[src/hw/rtl/tkst_pkg.sv]
`timescale 1ns / 1ps

package tkst_pkg;

   // Item kinds carried on the request tuser bit.
   typedef enum logic {
      OP_OFFER = 1'b0,
      OP_READ  = 1'b1
   } tkst_op_type;

   // Widths of the fixed record fields.
   localparam int SCORE_W      = 16;
   localparam int BYTE_W       = 8;
   localparam int SLOT_W       = 3;
   localparam int SLOT_RANGE   = 8;
   localparam int IN_LETTERS   = 3;
   localparam int MAX_LETTERS  = 8;
   // Score, player and mode sit below the initials in a record.
   localparam int LETTER_BASE  = SCORE_W + 2 * BYTE_W;

   localparam logic [BYTE_W-1:0] CHAR_A     = 8'h41;
   localparam logic [BYTE_W-1:0] CHAR_Z     = 8'h5A;
   localparam logic [BYTE_W-1:0] CHAR_SPACE = 8'h20;

   // Command broadcast from the front end to every cell of the row.
   typedef struct packed {
      logic              offer;
      logic              read;
      logic [SLOT_W-1:0] read_index;
   } tkst_cmd_type;

   // An initial outside A to Z is stored as a space.
   function automatic logic [BYTE_W-1:0] clean_letter(input logic [BYTE_W-1:0] c);
      logic [BYTE_W-1:0] r;
      if ((c < CHAR_A) || (c > CHAR_Z)) begin
         r = CHAR_SPACE;
      end else begin
         r = c;
      end
      return r;
   endfunction

endpackage

[src/hw/rtl/tkst_cell.sv]
`timescale 1ns / 1ps

module tkst_cell #(
   parameter int REC_W   = 56,
   parameter int CELL_ID = 0
) (
   input  logic                  clock,
   input  logic                  reset,
   input  tkst_pkg::tkst_cmd_type cmd,
   input  logic [REC_W-1:0]      new_rec,
   input  logic                  prev_gt,
   input  logic [REC_W-1:0]      prev_rec,
   output logic                  gt,
   output logic [REC_W-1:0]      rec,
   output logic                  hit,
   output logic [tkst_pkg::SLOT_W-1:0] hit_slot,
   output logic [REC_W-1:0]      read_rec
);
   import tkst_pkg::*;

   localparam logic [SLOT_W-1:0] SLOT_CODE = SLOT_W'(CELL_ID);
   localparam bit                READABLE  = (CELL_ID < SLOT_RANGE);

   logic [REC_W-1:0] rec_ff;
   logic [REC_W-1:0] rec_in;
   logic             shift;
   logic             insert;

   // The offer beats this record; the row is sorted, so this holds for all later cells too.
   assign gt     = new_rec[SCORE_W-1:0] > rec_ff[SCORE_W-1:0];
   assign shift  = cmd.offer && prev_gt;
   assign insert = cmd.offer && gt && !prev_gt;

   // Take the left neighbor's record on a shift, the offer at the insert point.
   always_comb begin
      rec_in = rec_ff;
      if (shift) begin
         rec_in = prev_rec;
      end else if (insert) begin
         rec_in = new_rec;
      end
   end

   always_ff @(posedge clock) begin
      if (reset) begin
         rec_ff <= '0;
      end else begin
         rec_ff <= rec_in;
      end
   end

   assign rec      = rec_ff;
   assign hit      = insert;
   assign hit_slot = insert ? SLOT_CODE : '0;

   // Drive the stored record onto the read bus only when this slot is addressed.
   always_comb begin
      read_rec = '0;
      if (READABLE && cmd.read && (cmd.read_index == SLOT_CODE)) begin
         read_rec = rec_ff;
      end
   end

endmodule

[src/hw/rtl/top_k_sorted_insert_table.sv]
`timescale 1ns / 1ps

// Channel  Dir  tdata                                    tuser
// req_     in   score, player, mode, 3 initials, index  op (0 offer, 1 read)
// rsp_     out  slot, score, player, mode, 3 initials    accepted
//
// One request beat is taken per cycle while the response side keeps up; the row
// of cells compares the offered score against every stored record at once and
// shifts in that same cycle. The response is registered and appears in the
// cycle after the request beat. A stalled response holds the request side only
// until it is taken; a new request is accepted in the cycle the waiting response
// leaves. Synchronous reset clears every record to zero.

module top_k_sorted_insert_table #(
   parameter int ENTRIES = 8,
   parameter int LETTERS = 3
) (
   input  logic        clock,
   input  logic        reset,
   input  logic        req_tvalid,
   output logic        req_tready,
   // score[15:0], player[23:16], mode[31:24], letter_first[39:32],
   // letter_second[47:40], letter_third[55:48], read_index[58:56], zero fill
   input  logic [63:0] req_tdata,
   // op[0]
   input  logic [0:0]  req_tuser,
   output logic        rsp_tvalid,
   input  logic        rsp_tready,
   // slot[2:0], entry_score[18:3], entry_player[26:19], entry_mode[34:27],
   // entry_letter_first[42:35], entry_letter_second[50:43],
   // entry_letter_third[58:51], zero fill
   output logic [63:0] rsp_tdata,
   // accepted[0]
   output logic [0:0]  rsp_tuser
);
   import tkst_pkg::*;

   localparam int REC_W     = LETTER_BASE + BYTE_W * LETTERS;
   localparam int PAD_LET   = (LETTERS > IN_LETTERS) ? LETTERS : IN_LETTERS;
   localparam int REC_PAD_W = LETTER_BASE + BYTE_W * PAD_LET;
   localparam int RSP_W     = SLOT_W + LETTER_BASE + BYTE_W * IN_LETTERS;

   tkst_cmd_type              cmd;
   logic                      req_accept;
   tkst_op_type               op;
   logic [REC_W-1:0]          new_rec;
   logic [BYTE_W*MAX_LETTERS-1:0] letters_pad;

   logic [REC_W-1:0]          rec_q    [ENTRIES];
   logic [REC_W-1:0]          read_q   [ENTRIES];
   logic [ENTRIES-1:0]        gt_q;
   logic [ENTRIES-1:0]        hit_q;
   logic [SLOT_W-1:0]         slot_q   [ENTRIES];

   logic [REC_W-1:0]          read_or;
   logic [SLOT_W-1:0]         slot_or;
   logic [REC_PAD_W-1:0]      read_pad;
   logic [RSP_W-1:0]          rsp_word;

   logic                      rsp_valid_ff;
   logic                      rsp_valid_in;
   logic [63:0]               rsp_data_ff;
   logic [0:0]                rsp_user_ff;

   // Request side is open whenever the response register is free or draining.
   assign req_tready = !rsp_valid_ff || rsp_tready;
   assign req_accept = req_tvalid && req_tready;
   assign op         = tkst_op_type'(req_tuser[0]);

   assign cmd.offer      = req_accept && (op == OP_OFFER);
   assign cmd.read       = req_accept && (op == OP_READ);
   assign cmd.read_index = req_tdata[58:56];

   // Build the offered record; initials past the third are stored as zero.
   always_comb begin
      letters_pad = '0;
      for (int k = 0; k < IN_LETTERS; k++) begin
         letters_pad[BYTE_W*k +: BYTE_W] = clean_letter(req_tdata[32 + BYTE_W*k +: BYTE_W]);
      end
      new_rec = '0;
      new_rec[LETTER_BASE-1:0] = req_tdata[LETTER_BASE-1:0];
      for (int k = 0; k < LETTERS; k++) begin
         new_rec[LETTER_BASE + BYTE_W*k +: BYTE_W] = letters_pad[BYTE_W*k +: BYTE_W];
      end
   end

   // Row of cells, best record in cell 0.
   for (genvar i = 0; i < ENTRIES; i++) begin : g_cell
      logic             prev_gt;
      logic [REC_W-1:0] prev_rec;
      if (i == 0) begin : g_head
         assign prev_gt  = 1'b0;
         assign prev_rec = '0;
      end else begin : g_link
         assign prev_gt  = gt_q[i-1];
         assign prev_rec = rec_q[i-1];
      end
      tkst_cell #(
         .REC_W   (REC_W),
         .CELL_ID (i)
      ) u_cell (
         .clock    (clock),
         .reset    (reset),
         .cmd      (cmd),
         .new_rec  (new_rec),
         .prev_gt  (prev_gt),
         .prev_rec (prev_rec),
         .gt       (gt_q[i]),
         .rec      (rec_q[i]),
         .hit      (hit_q[i]),
         .hit_slot (slot_q[i]),
         .read_rec (read_q[i])
      );
   end

   // At most one cell reports an insert and one a read, so the buses are OR-merged.
   always_comb begin
      read_or = '0;
      slot_or = '0;
      for (int i = 0; i < ENTRIES; i++) begin
         read_or = read_or | read_q[i];
         slot_or = slot_or | slot_q[i];
      end
   end

   assign read_pad = REC_PAD_W'(read_or);

   // Response word: reads report the index and the stored record, offers the insert slot with zero fields.
   always_comb begin
      rsp_word = '0;
      if (op == OP_READ) begin
         rsp_word[SLOT_W-1:0] = cmd.read_index;
         rsp_word[SLOT_W +: LETTER_BASE] = read_pad[LETTER_BASE-1:0];
         for (int k = 0; k < IN_LETTERS; k++) begin
            rsp_word[SLOT_W + LETTER_BASE + BYTE_W*k +: BYTE_W] =
               read_pad[LETTER_BASE + BYTE_W*k +: BYTE_W];
         end
      end else begin
         rsp_word[SLOT_W-1:0] = slot_or;
      end
   end

   // Output register.
   assign rsp_valid_in = req_accept || (rsp_valid_ff && !rsp_tready);

   always_ff @(posedge clock) begin
      if (reset) begin
         rsp_valid_ff <= 1'b0;
      end else begin
         rsp_valid_ff <= rsp_valid_in;
      end
   end

   always_ff @(posedge clock) begin
      if (req_accept) begin
         rsp_data_ff <= 64'(rsp_word);
         rsp_user_ff <= (op == OP_OFFER) ? |hit_q : 1'b0;
      end
   end

   assign rsp_tvalid = rsp_valid_ff;
   assign rsp_tdata  = rsp_data_ff;
   assign rsp_tuser  = rsp_user_ff;

   // The table stays sorted by descending score.
   for (genvar i = 0; i + 1 < ENTRIES; i++) begin : g_chk_sorted
      assert property (@(posedge clock) disable iff (reset)
         rec_q[i][SCORE_W-1:0] >= rec_q[i+1][SCORE_W-1:0])
         else $error("table order broken between neighboring cells");
   end

   // An offer lands in at most one cell.
   assert property (@(posedge clock) disable iff (reset) $onehot0(hit_q))
      else $error("offer inserted in more than one cell");

   // An accepted offer reports zero record fields.
   assert property (@(posedge clock) disable iff (reset)
      (rsp_tvalid && rsp_tuser[0]) |-> (rsp_tdata[58:SLOT_W] == '0))
      else $error("accepted offer carries record data");

   // After reset the best record is empty.
   assert property (@(posedge clock) disable iff (reset)
      $past(reset) |-> (rec_q[0] == '0))
      else $error("head cell not cleared by reset");

endmodule

[config.mk]
export PLATFORM = sky130hd
export DESIGN_NAME = top_k_sorted_insert_table
export DESIGN_NICKNAME = d
export VERILOG_FILES = /design/src/hw/rtl/tkst_pkg.sv /design/src/hw/rtl/tkst_cell.sv /design/src/hw/rtl/top_k_sorted_insert_table.sv
export SDC_FILE = /design/constraint.sdc
export NUM_CORES = 1
export LEC_CHECK = 0
export BUFFER_PORTS_ARGS = -buffer_cell sky130_fd_sc_hd__buf_2
export CORE_MARGIN = 5
export CORE_UTILIZATION = 30
export DETAILED_ROUTE_END_ITERATION = 7
export SYNTH_ARGS = -nofsm -noshare
export SYNTH_HDL_FRONTEND = slang
export SYNTH_SLANG_ARGS = --single-unit
[constraint.sdc]
create_clock -name clock -period 12.7 [get_ports clock]
set_input_delay 0.635 -clock clock [delete_from_list [all_inputs] [get_ports clock]]
set_output_delay 0.635 -clock clock [all_outputs]
set_load 0.02 [all_outputs]
==> key figures <==
Synthesis
  • Syn Std Cell Area: 0.0256 mm^2
  • Proportion of netlist area held by the largest area contributor: 0.351
  • Synth top area cells: dfxtp_1 35%, edfxtp_1 7.0%, ha_1 6.3%
  • Yosys warning count: 0
  • Async SR Flop Fraction: 0
  • Synth unique cells: 77
  • EDFF count, synth: 60
  • Register area share after synthesis: 0.422
  • Synthesis-stage register bit count: 509
  • Main synth FF type: dfxtp_1
  • Synth area leader: dfxtp_1
  • Syn Area/Cell: 8.83 um^2
  • Synth Instances: 2,898

Global route
  • Maximum number of pins on one net before global-route repair: 139
  • Gr usage total: 0.209
  • Initial antenna violation count: 15
  • First-pass GRT wire length: 147,000 um
  • Grt ovf: 0
  • Vias in the first global route: 22,500

Clock tree
  • Post-CTS resize count: 0
  • Worst-case clock buffer depth: 3
  • CTS tree: yes
  • Num CTS Buffers: 54
  • Worst-path clk slew: 0.06 ns
  • H-tree levels: 2
  • Sink Count: 509
  • Clk Latency, worst-skew pair: 0.64 ns
  • Setup Buffers After CTS: 0
  • CTS Root Cell: clkbuf_16
  • Hold bufs inserted after CTS: 0

STA
  • Minimum clock period: 4.83 ns
  • RSZ-0062 raised after global routing: no
  • Setup-failing EPs final: 0
  • Setup_tns: 0 ns
  • Slew headroom: 0.246
  • Worst Tran Pin Value: 1.13 ns
  • Fin crit share: 0.380
  • Clock skew: 0.0480 ns
  • Highest clock rate: 0.207 GHz
  • Fin. Hold Viols: 0
  • Slew Limit Fails: 0

Die
  • Site row count: 107
  • Die area: 0.0912 mm^2
  • Die width: 302 um
  • CORE AREA: 0.0849 mm^2
  • Starting Density: 0.301
  • I/O pin count: 136
  • Chip Height: 302 um

Layout
  • Area Overhead vs Synth: 13.1%
  • Share of cells above drive strength 1: 0.129
  • Layout Nets: 3,071

Critical path
  • Critical path cell sequence: inv_1, ha_1, nand4_1, nor4_2, a21boi_0, or4b_1, and2_2, buf_4, nor3_4, buf_4, a221o_1
  • Cell mode on critical path: buf_4
  • Critical Path RT: 13.18 ns
  • Crit Path Category: register to register
  • CP Buf/Inv Count: 3
  • Startpoint types: register
  • Slowest CP cell: buf_4
  • Critical Path Fanout Max: 65
  • Worst stage delay on the critical path: 0.79 ns
  • Crit end category: register
  • Crit path DAT: 5.31 ns
  • Delay-heaviest family, CP: simple AND/OR/NAND/NOR gates

Job
  • Max Cap Viol: 0

Routing
  • WL/cell: 24.3 um
  • Final WL: 99,100 um
  • Final ANT Viol Nets: 0
  • Initial DRC count: 2,609
  • Total number of vias: 23,900
  • Residual DRC: 0
  • Router iterations before antenna repair: 7
  • Drt via density: 5.86

Place
  • Hpwl dp: 57,800 um
  • IO buf count: 125
  • Final Wtd Congestion: 0.873

Run status
  • Outcome: finished, final reports clean

Pwr
  • Leakage power: 10.7 nW
  • Pwr Density: 140 mW/mm^2
  • Tot Pwr: 0.00406 W
  • Worst vdd ir: 0.000103 V

Min path
  • Worst hold path class: input port to register
-- layout by cell type, fill, tap and decap left out, types with 8 or more instances in the layout --
master / n
dfxtp_1: 449
nand2_1: 338
nor2_1: 296
a21oi_1: 174
inv_1: 156
a22oi_1: 136
a221o_1: 133
ha_1: 128
buf_2: 124
nor3_1: 83
nand3_1: 79
a311oi_1: 78
edfxtp_1: 60
clkbuf_16: 58
a211oi_1: 52
buf_4: 48
a221oi_1: 46
o221a_2: 45
a22o_1: 44
and3_1: 34
nand4_1: 32
o221ai_1: 20
a31oi_1: 19
o21ai_0: 18
and2_1: 18
a2111oi_2: 18
clkinv_2: 17
nor4_1: 15
o22ai_1: 14
nor2b_1: 11
o211ai_1: 10
nor2_4: 10
mux2i_1: 10
clkbuf_8: 10
diode_2: 9
a2111oi_1: 9
a21o_1: 8
-- kinds of logic after synthesis --
group | share of synthesized area
AOI/OAI and AO/OA | 0.271
other | 0.000147
adders and majority gates | 0.0626
buffers and inverters | 0.0687
and+or+nand+nor | 0.169
DFF | 0.422
muxes | 0.00655
-- power by group --
part | internal (W) | total, W | switching (W)
Combinational | 0.000188 | 0.000595 | 0.000406
Clock | 0.000935 | 0.00165 | 0.000717
Sequential | 0.00173 | 0.00181 | 0.0000770
-- sequential cells by signal, summed over array words and instances (netlist names) --
signal and count:
rsp_tdata 59, g_cell.u_cell.rec 448, rsp_tvalid 1, rsp_tuser 1
-- stage by stage --
stage               worst slack [ns]  std cells  area, um^2   util  hold slack [ns]
floorplan                       8.15       2902       25600      -            0.440
global placement                7.69       3962       27100  0.319            0.450
detailed placement              7.59       3962       27100  0.319            0.457
CTS                             8.04       4063       28900  0.341            0.269
global route                    7.88       4070       28900  0.341            0.297
finish                          7.87       4072       28900  0.341            0.297
-- worst min-delay path, delay by kind of cell --
| kind | cells | cell delay (ns) |
|---|---|---|
| simple gates | 1 | 0.06 |
| buf+inv | 1 | 0.14 |
| compound gates | 1 | 0.05 |
-- synth_stat cells, types with 8 or more instances --
| library cell | number |
|---|---|
| a22o_1 | 44 |
| mux2i_1 | 10 |
| nor2b_1 | 11 |
| a311oi_1 | 78 |
| a2111oi_2 | 18 |
| a31oi_1 | 19 |
| nor2_1 | 307 |
| nand3_1 | 80 |
| nor4_1 | 15 |
| a22oi_1 | 136 |
| buf_1 | 19 |
| inv_1 | 156 |
| edfxtp_1 | 60 |
| clkbuf_1 | 144 |
| o221ai_1 | 20 |
| and2_1 | 21 |
| a21oi_1 | 176 |
| o221a_2 | 45 |
| o211ai_1 | 10 |
| nor3_1 | 84 |
| a21o_1 | 8 |
| a2111oi_1 | 9 |
| a221o_1 | 133 |
| o22ai_1 | 14 |
| a211oi_1 | 52 |
| nand2_1 | 342 |
| dfxtp_1 | 449 |
| buf_4 | 20 |
| buf_2 | 70 |
| a221oi_1 | 47 |
| o21ai_0 | 18 |
| nand4_1 | 32 |
| ha_1 | 128 |
| and3_1 | 34 |
-- final timing paths --
path	startpoint	to	slack [ns]	cells after the start
setup / recovery	g_cell[4].u_cell.rec[14]$_SDFFE_PP0P_	g_cell[4].u_cell.rec[0]$_SDFFE_PP0P_	7.87	11
hold / removal	req_tdata[23]	g_cell[0].u_cell.rec[23]$_SDFFE_PP0N_	0.30	3
setup reg to reg	g_cell[4].u_cell.rec[14]$_SDFFE_PP0P_	g_cell[4].u_cell.rec[0]$_SDFFE_PP0P_	7.87	11
hold reg to reg	g_cell[3].u_cell.rec[47]$_SDFFE_PP0P_	g_cell[4].u_cell.rec[47]$_SDFFE_PP0P_	0.43	2
-- layer usage --
metal / GRT usage / routed length [um] / vias to the layer above
li1: - / - / 10800
met1: 0.273 / 40700 / 11600
met2: 0.342 / 45600 / 1163
met3: 0.0379 / 8450 / 269
met4: 0.0849 / 4350 / 4
met5: 0 / 19 / -
-- area by class of cell --
type,instances,area [um^2]
well taps,1144,1430
fillers,8838,55900
flip-flops and latches,509,10800
multi-input cells,1978,13200
repair buffers,174,1020
clock buffers,75,1620
clock inverters,26,231
inverters,157,589
diodes,9,22.5
No activity file was read; power rests on OpenSTA's default activity.
